## src/sv/lds_pkg.sv

```systemverilog
// ----------------------------------------------------------------------------
// lds_pkg
// Shared word types and fixed constants for the longest distinct run block.
// ----------------------------------------------------------------------------
`default_nettype none

package lds_pkg;

    // widths fixed by the interface
    localparam int CHAR_W    = 8;
    localparam int OUT_LEN_W = 16;

    // reported lengths saturate here
    localparam logic [OUT_LEN_W-1:0] LEN_MAX = {OUT_LEN_W{1'b1}};

    // input word: one byte of the string
    typedef struct packed {
        logic [CHAR_W-1:0] char_value;
        logic              start_new;
    } t_in_word;

    // output word: one result per byte
    typedef struct packed {
        logic [OUT_LEN_W-1:0] window_length;
        logic [OUT_LEN_W-1:0] best_length;
        logic                 length_overflow;
    } t_out_word;

endpackage

`default_nettype wire

```

## src/sv/lds_ram.sv

```systemverilog
// ----------------------------------------------------------------------------
// lds_ram
// Simple dual-port synchronous RAM, one write and one registered read port.
// A read at the address being written returns the old contents.
// ----------------------------------------------------------------------------
`default_nettype none

module lds_ram #(
    parameter int WIDTH = 16,
    parameter int DEPTH = 256
) (
    input  wire logic                     i_clk,
    input  wire logic                     i_we,
    input  wire logic [$clog2(DEPTH)-1:0] i_waddr,
    input  wire logic [WIDTH-1:0]         i_wdata,
    input  wire logic                     i_re,
    input  wire logic [$clog2(DEPTH)-1:0] i_raddr,
    output logic      [WIDTH-1:0]         o_rdata
);

    logic [WIDTH-1:0] r_mem [DEPTH];

    // write port
    always_ff @(posedge i_clk) begin
        if (i_we) begin
            r_mem[i_waddr] <= i_wdata;
        end
    end

    // registered read port
    always_ff @(posedge i_clk) begin
        if (i_re) begin
            o_rdata <= r_mem[i_raddr];
        end
    end

endmodule

`default_nettype wire

```

## src/sv/longest_distinct_run.sv

```systemverilog
// ----------------------------------------------------------------------------
// longest_distinct_run
// Streaming longest run of distinct symbols over a byte stream.
// ----------------------------------------------------------------------------
// The block takes one byte per clock and returns, for each byte, the length
// of the run of distinct symbols ending at that byte, the best such length in
// the current string and a sticky overflow flag. An accepted byte is held in
// the compute stage, then its result in the output register. Throughput is one
// word per cycle while neither side stalls, set by the single read-modify-write
// of the last-position RAM, whose registered read is covered by forwarding the
// position written at the same edge as the read. Seen flags live in flip-flops
// so that start_new clears them together; no clearing pass is needed after
// reset. Either side may stall at any time; ready falls only when both the
// compute stage and output register hold words and the output is not taken.
// ----------------------------------------------------------------------------
`default_nettype none

module longest_distinct_run
    import lds_pkg::*;
#(
    parameter int ALPHABET_BITS = 8,
    parameter int POS_BITS      = 16
) (
    input  wire logic      i_clk,
    input  wire logic      i_rst_n,
    input  wire logic      i_in_valid,
    output logic           o_in_ready,
    input  wire t_in_word  i_in_word,
    output logic           o_out_valid,
    input  wire logic      i_out_ready,
    output t_out_word      o_out_word
);

    localparam int SYM_COUNT = 1 << ALPHABET_BITS;
    localparam int LW = (POS_BITS + 1 > OUT_LEN_W + 1) ? POS_BITS + 1 : OUT_LEN_W + 1;
    localparam logic [POS_BITS-1:0] POS_MAX = {POS_BITS{1'b1}};

    // symbol index from the incoming byte
    logic [ALPHABET_BITS-1:0] in_sym;
    generate
        if (ALPHABET_BITS <= CHAR_W) begin : g_sym_narrow
            assign in_sym = i_in_word.char_value[ALPHABET_BITS-1:0];
        end else begin : g_sym_wide
            assign in_sym = {{(ALPHABET_BITS - CHAR_W){1'b0}}, i_in_word.char_value};
        end
    endgenerate

    // stage and output registers
    logic                     r_s1_valid;
    logic [ALPHABET_BITS-1:0] r_s1_sym;
    logic                     r_s1_start;
    logic                     r_s1_fwd;
    logic [POS_BITS-1:0]      r_s1_fwd_idx;
    logic                     r_out_valid;
    t_out_word                r_out_word;

    // per-string state
    logic [SYM_COUNT-1:0]     r_seen;
    logic [POS_BITS-1:0]      r_pos;
    logic [POS_BITS-1:0]      r_ws;
    logic [OUT_LEN_W-1:0]     r_best;
    logic                     r_ovf;

    logic                     out_free;
    logic                     s1_done;
    logic                     in_accept;
    logic [POS_BITS-1:0]      ram_rdata;

    // handshake
    assign out_free   = !r_out_valid || i_out_ready;
    assign s1_done    = r_s1_valid && out_free;
    assign o_in_ready = !r_s1_valid || out_free;
    assign in_accept  = i_in_valid && o_in_ready;

    // compute stage
    logic [POS_BITS-1:0]  s1_idx;
    logic                 pos_sat;
    logic [POS_BITS-1:0]  n_pos;
    logic [POS_BITS-1:0]  last_pos;
    logic                 seen_hit;
    logic [POS_BITS:0]    after;
    logic [POS_BITS-1:0]  ws_base;
    logic [POS_BITS:0]    ws_moved;
    logic [POS_BITS-1:0]  n_ws;
    logic [LW-1:0]        len_full;
    logic                 len_sat;
    logic [OUT_LEN_W-1:0] len_out;
    logic [OUT_LEN_W-1:0] best_base;
    logic [OUT_LEN_W-1:0] n_best;
    logic                 n_ovf;
    logic [SYM_COUNT-1:0] n_seen;

    always_comb begin
        s1_idx   = r_s1_start ? '0 : r_pos;
        pos_sat  = !r_s1_start && (r_pos == POS_MAX);
        n_pos    = pos_sat ? POS_MAX : s1_idx + POS_BITS'(1);

        // last position, forwarded when written at the read edge
        last_pos = r_s1_fwd ? r_s1_fwd_idx : ram_rdata;
        seen_hit = !r_s1_start && r_seen[r_s1_sym];
        after    = {1'b0, last_pos} + (POS_BITS + 1)'(1);

        // move window start past the previous occurrence, clamp to index
        ws_base  = r_s1_start ? '0 : r_ws;
        ws_moved = (seen_hit && (after > {1'b0, ws_base})) ? after : {1'b0, ws_base};
        n_ws     = (ws_moved > {1'b0, s1_idx}) ? s1_idx : ws_moved[POS_BITS-1:0];

        // window length with saturation
        len_full = LW'(s1_idx) - LW'(n_ws) + LW'(1);
        len_sat  = len_full > LW'(LEN_MAX);
        len_out  = len_sat ? LEN_MAX : len_full[OUT_LEN_W-1:0];

        best_base = r_s1_start ? '0 : r_best;
        n_best    = (len_out > best_base) ? len_out : best_base;
        n_ovf     = (!r_s1_start && r_ovf) || pos_sat || len_sat;

        // seen flags, cleared by a new string, then marked for this symbol
        n_seen    = (r_s1_start ? '0 : r_seen) | (SYM_COUNT'(1) << r_s1_sym);
    end

    // last-position memory
    lds_ram #(
        .WIDTH (POS_BITS),
        .DEPTH (SYM_COUNT)
    ) u_last_seen (
        .i_clk   (i_clk),
        .i_we    (s1_done),
        .i_waddr (r_s1_sym),
        .i_wdata (s1_idx),
        .i_re    (in_accept),
        .i_raddr (in_sym),
        .o_rdata (ram_rdata)
    );

    // stage control
    always_ff @(posedge i_clk) begin
        if (!i_rst_n) begin
            r_s1_valid <= 1'b0;
        end else if (in_accept) begin
            r_s1_valid <= 1'b1;
        end else if (s1_done) begin
            r_s1_valid <= 1'b0;
        end
    end

    // stage payload and forwarding decision
    always_ff @(posedge i_clk) begin
        if (in_accept) begin
            r_s1_sym     <= in_sym;
            r_s1_start   <= i_in_word.start_new;
            r_s1_fwd     <= s1_done && (r_s1_sym == in_sym);
            r_s1_fwd_idx <= s1_idx;
        end
    end

    // per-string state update
    always_ff @(posedge i_clk) begin
        if (!i_rst_n) begin
            r_seen <= '0;
            r_pos  <= '0;
            r_ws   <= '0;
            r_best <= '0;
            r_ovf  <= 1'b0;
        end else if (s1_done) begin
            r_seen <= n_seen;
            r_pos  <= n_pos;
            r_ws   <= n_ws;
            r_best <= n_best;
            r_ovf  <= n_ovf;
        end
    end

    // output register
    always_ff @(posedge i_clk) begin
        if (!i_rst_n) begin
            r_out_valid <= 1'b0;
        end else if (s1_done) begin
            r_out_valid <= 1'b1;
        end else if (i_out_ready) begin
            r_out_valid <= 1'b0;
        end
    end

    always_ff @(posedge i_clk) begin
        if (s1_done) begin
            r_out_word.window_length   <= len_out;
            r_out_word.best_length     <= n_best;
            r_out_word.length_overflow <= n_ovf;
        end
    end

    assign o_out_valid = r_out_valid;
    assign o_out_word  = r_out_word;

    // the best length never falls below the current window
    a_best_covers_window: assert property (@(posedge i_clk) disable iff (!i_rst_n)
        r_out_valid |-> (r_out_word.window_length <= r_out_word.best_length))
        else $error("best length below window length");

    // a window always holds at least the current byte
    a_window_nonzero: assert property (@(posedge i_clk) disable iff (!i_rst_n)
        r_out_valid |-> (r_out_word.window_length != '0))
        else $error("empty window reported");

    // a new string starts with a window of one
    a_restart_len_one: assert property (@(posedge i_clk) disable iff (!i_rst_n)
        (s1_done && r_s1_start) |=> (r_out_word.window_length == OUT_LEN_W'(1)))
        else $error("restart did not give window of one");

    // overflow stays set within a string
    a_ovf_sticky: assert property (@(posedge i_clk) disable iff (!i_rst_n)
        (s1_done && !r_s1_start && r_ovf) |=> r_out_word.length_overflow)
        else $error("overflow flag dropped within string");

    // input stalls only when both stage and output are full
    a_stall_only_full: assert property (@(posedge i_clk) disable iff (!i_rst_n)
        !o_in_ready |-> (r_s1_valid && r_out_valid && !i_out_ready))
        else $error("input stalled with room downstream");

endmodule

`default_nettype wire

```

## config.mk

```make
export PLATFORM = sky130hd
export DESIGN_NAME = longest_distinct_run
export DESIGN_NICKNAME = d
export VERILOG_FILES = /design/src/sv/lds_pkg.sv /design/src/sv/lds_ram.sv /design/src/sv/longest_distinct_run.sv
export SDC_FILE = /design/constraint.sdc
export NUM_CORES = 2
export LEC_CHECK = 0
export ABC_CLOCK_PERIOD_IN_PS = 22000
export BUFFER_PORTS_ARGS = -buffer_cell sky130_fd_sc_hd__buf_4
export CAP_MARGIN = 20
export CORE_MARGIN = 5
export CORE_UTILIZATION = 41
export DETAILED_ROUTE_END_ITERATION = 8
export GPL_TIMING_DRIVEN = 1
export PLACE_DENSITY = 0.65
export SETUP_SLACK_MARGIN = 0.3
export SYNTH_ARGS = -nofsm -noshare
export SYNTH_HDL_FRONTEND = slang
export SYNTH_HIERARCHICAL = 1
export SYNTH_SLANG_ARGS = --single-unit
export TNS_END_PERCENT = 20
```

## constraint.sdc

```tcl
create_clock -name i_clk -period 22 [get_ports i_clk]
set_clock_uncertainty 0.1 [all_clocks]
set_input_delay 3.3 -clock i_clk [delete_from_list [all_inputs] [get_ports i_clk]]
set_output_delay 3.3 -clock i_clk [all_outputs]
set_load 0.01 [all_outputs]
```

==> metrics <==
result of the run=complete, no violations; Synth Instances=9336; Synth cell types=79; number of sinks on the clock net=4478; Sum Neg Setup Slack=0 ps; #FFs+latches synth=4478; overall die area=0.447 mm²; detailed-routing iteration count for the pre-antenna-repair pass=6; net count after synthesis=9431; Achievable Freq=77.7 MHz; TritonCTS Buffers=434; Placeable Area=0.432 mm²; Final GP Congestion=0.868; Max-Slew Margin vs Limit=11.0%; worst-path cell with the longest stage delay=o211ai_1; clock buffer depth=4; antenna violations before repair=24; largest net degree at the start of global routing=195; Yosys warnings=6; part of the Yosys area used for sequential elements=73.9%; Port Buffers=47; met3 Usage GRT=4.21%; Clk Tree Root Cell=clkbuf_16; clock network latency to the later pin of the worst-skew pair=970 ps; global-route wire length before repair=676 mm; power density over the cells=87.2 mW/mm²; level count of the clock H-tree=5; leak pwr=70.3 nW; remaining design rule violation count=0; met1 demand-to-capacity share in global routing=28.5%; count of hold-fix buffers inserted at cts=0; highest fanout seen on the critical path=39; largest vdd supply drop=0.0647 mV; number of DRC markers in iteration 0=11900; total half-perimeter wirelength after legalization and detailed placement=274 mm; clock tree from TritonCTS=done; Final Setup Violations=0; vias in the first global route=93500; via count=94900; aggregate routed wire length=470 mm; Critical Path Max Stage Delay=860 ps; Critical Path Start Type=register; area of placed instances=0.186 mm²; final net count=9713; most common flop cell mapped by yosys=edfxtp_1; Tot GR Track Use=20.5%; max-capacitance violation count=0; share of cells above drive strength 1=21.9%; minimum period implied by the final worst setup slack=12870 ps; setup bufs post-CTS=0; cell area after synthesis=0.178 mm²; Placement Rows=241; GR Layer Usage met2=32.6%; WL/cell=29.9 µm; clock transition at the registers of the reported paths=60 ps; Worst Tran Pin Value=1320 ps; number of antenna-violating nets in the routed design=0; count of buffer and inverter cells on the critical path=6; Final period util=58.5%; count of fill cells added during filler insertion=35300; final-report max-slew violation count=0; utilization after layout=46.5%; CTS resizes=0; grt peak-use layer=met2; synthesis-to-finish area growth=12.8%; die height=669 µm; initial core utilization=41.2%; Post-Layout Inst Area=0.201 mm²; share of synthesized flip-flops with an asynchronous set or reset=0%; hold violation total from the final report=0; mean cell area of the mapped netlist=19.1 µm²; Die Width=669 µm; unrepaired setup endpoints after global routing=false; CP arrival=13400 ps; via density per instance=6.04; worst path required time=22540 ps; number of flops mapped to enable cells by yosys=4171; path type of the worst setup path=reg2reg; nature of the critical path endpoint=register; class of the tightest hold or removal check=reg2reg; category of cells accounting for the largest share of critical-path delay=compound AO/OA/AOI/OAI gates; I/O pin total=48; GRT overflow=0
worst register-to-register path: cells and delay by family (launching register included):
kind / cells / cell delay, ps
AOI/OAI and AO/OA: 22 / 5160
adders and majority gates: 4 / 1140
buffers and inverters: 6 / 2360
DFF: 1 / 610
muxes: 5 / 1990
and+or+nand+nor: 4 / 1190
per-layer routing:
layer	wire, µm	share of wire, %
met5	34	0.0072
met4	17900	3.8
met3	45900	9.8
met2	222000	47
met1	185000	39
registers in the layout, summed over array words and instances, names as in the netlist:
register / cells
o_out_valid: 1
o_out_word: 33
r_best: 16
r_ovf: 1
r_pos: 16
r_s1_fwd: 1
r_s1_fwd_idx: 16
r_s1_start: 1
r_s1_sym: 8
r_s1_valid: 1
r_seen: 256
r_ws: 16
u_last_seen/o_rdata: 16
u_last_seen/r_mem: 4096
cell usage in the layout (no fill, tap or decap), drive strengths merged, types with 36 or more instances in the layout:
cell and n:
nor2 516, edfxtp 4171, a21oi 240, nand3 65
a22oi 309, dfxtp 307, nand2 103, nor2b 177
and3 36, nand2b 37, ha 81, mux2 108
inv 80, clkinv 189, bufinv 52, nor3 129
mux4 849, o221ai 257, buf 452, clkbuf 534
o21ai 95, mux2i 633, nand4 40, o22ai 151
logic make-up after synthesis:
kind of cell / Yosys count / synth area share [%]
simple gates: 1177 / 3.17
xor+xnor: 31 / 0.153
mux: 1590 / 15.0
flops: 4478 / 73.9
compound gates: 1297 / 5.17
fa+ha+maj: 82 / 0.581
buf+inv: 681 / 2.02
cell type report:
cell class / instances / area, µm² / area share [%]
sequential: 4478 / 131000 / 65.5
multi-input combinational: 4177 / 43400 / 21.6
clock buffer: 529 / 11400 / 5.70
tap: 5710 / 7140 / 3.56
timing repair buffer: 457 / 4160 / 2.07
clock inverter: 263 / 2770 / 1.38
inverter: 70 / 287 / 0.143
antenna: 18 / 45.0 / 0.0224
through the flow:
stage	hold WS [ps]	power, mW	setup WS (ps)	instances
2_1_floorplan	325	9.97	6930	9336
3_3_place_gp	341	10.2	9150	14900
3_5_place_dp	342	10.2	9140	14900
4_1_cts	357	17.6	9090	15700
5_1_grt	379	18.0	8190	15700
6_report	356	17.5	9130	15700
cells in the mapped netlist, types with 83 or more instances:
cell type | number | area, µm²
a21oi_1 | 240 | 1200
a22oi_1 | 308 | 2310
buf_2 | 83 | 415
clkbuf_1 | 366 | 1370
dfxtp_1 | 307 | 6150
edfxtp_1 | 4171 | 125000
mux2_2 | 96 | 1080
mux2i_1 | 633 | 6340
mux4_2 | 849 | 19100
nand2_1 | 103 | 387
nor2_1 | 516 | 1940
nor2b_1 | 177 | 1110
nor3_1 | 128 | 641
o221ai_1 | 256 | 2240
o22ai_1 | 151 | 945
worst paths after layout:
| path | from | end | slack (ps) | cells after the start |
|---|---|---|---|---|
| worst max-delay path | r_s1_sym[0] | o_out_word[12] | 9130 | 41 |
| worst min-delay path | r_best[0] | r_best[0] | 360 | 1 |
| worst max register to register | r_s1_sym[0] | o_out_word[12] | 9130 | 41 |
| worst min register to register | r_best[0] | r_best[0] | 360 | 1 |
where the power goes:
group / switching, mW / total (mW) / internal [mW]
registers: 0.0126 / 9.23 / 9.21
logic: 0.550 / 0.837 / 0.287
clock network: 3.14 / 7.44 / 4.30
total: 3.71 / 17.5 / 13.8
No activity file was read; power rests on OpenSTA's default activity.
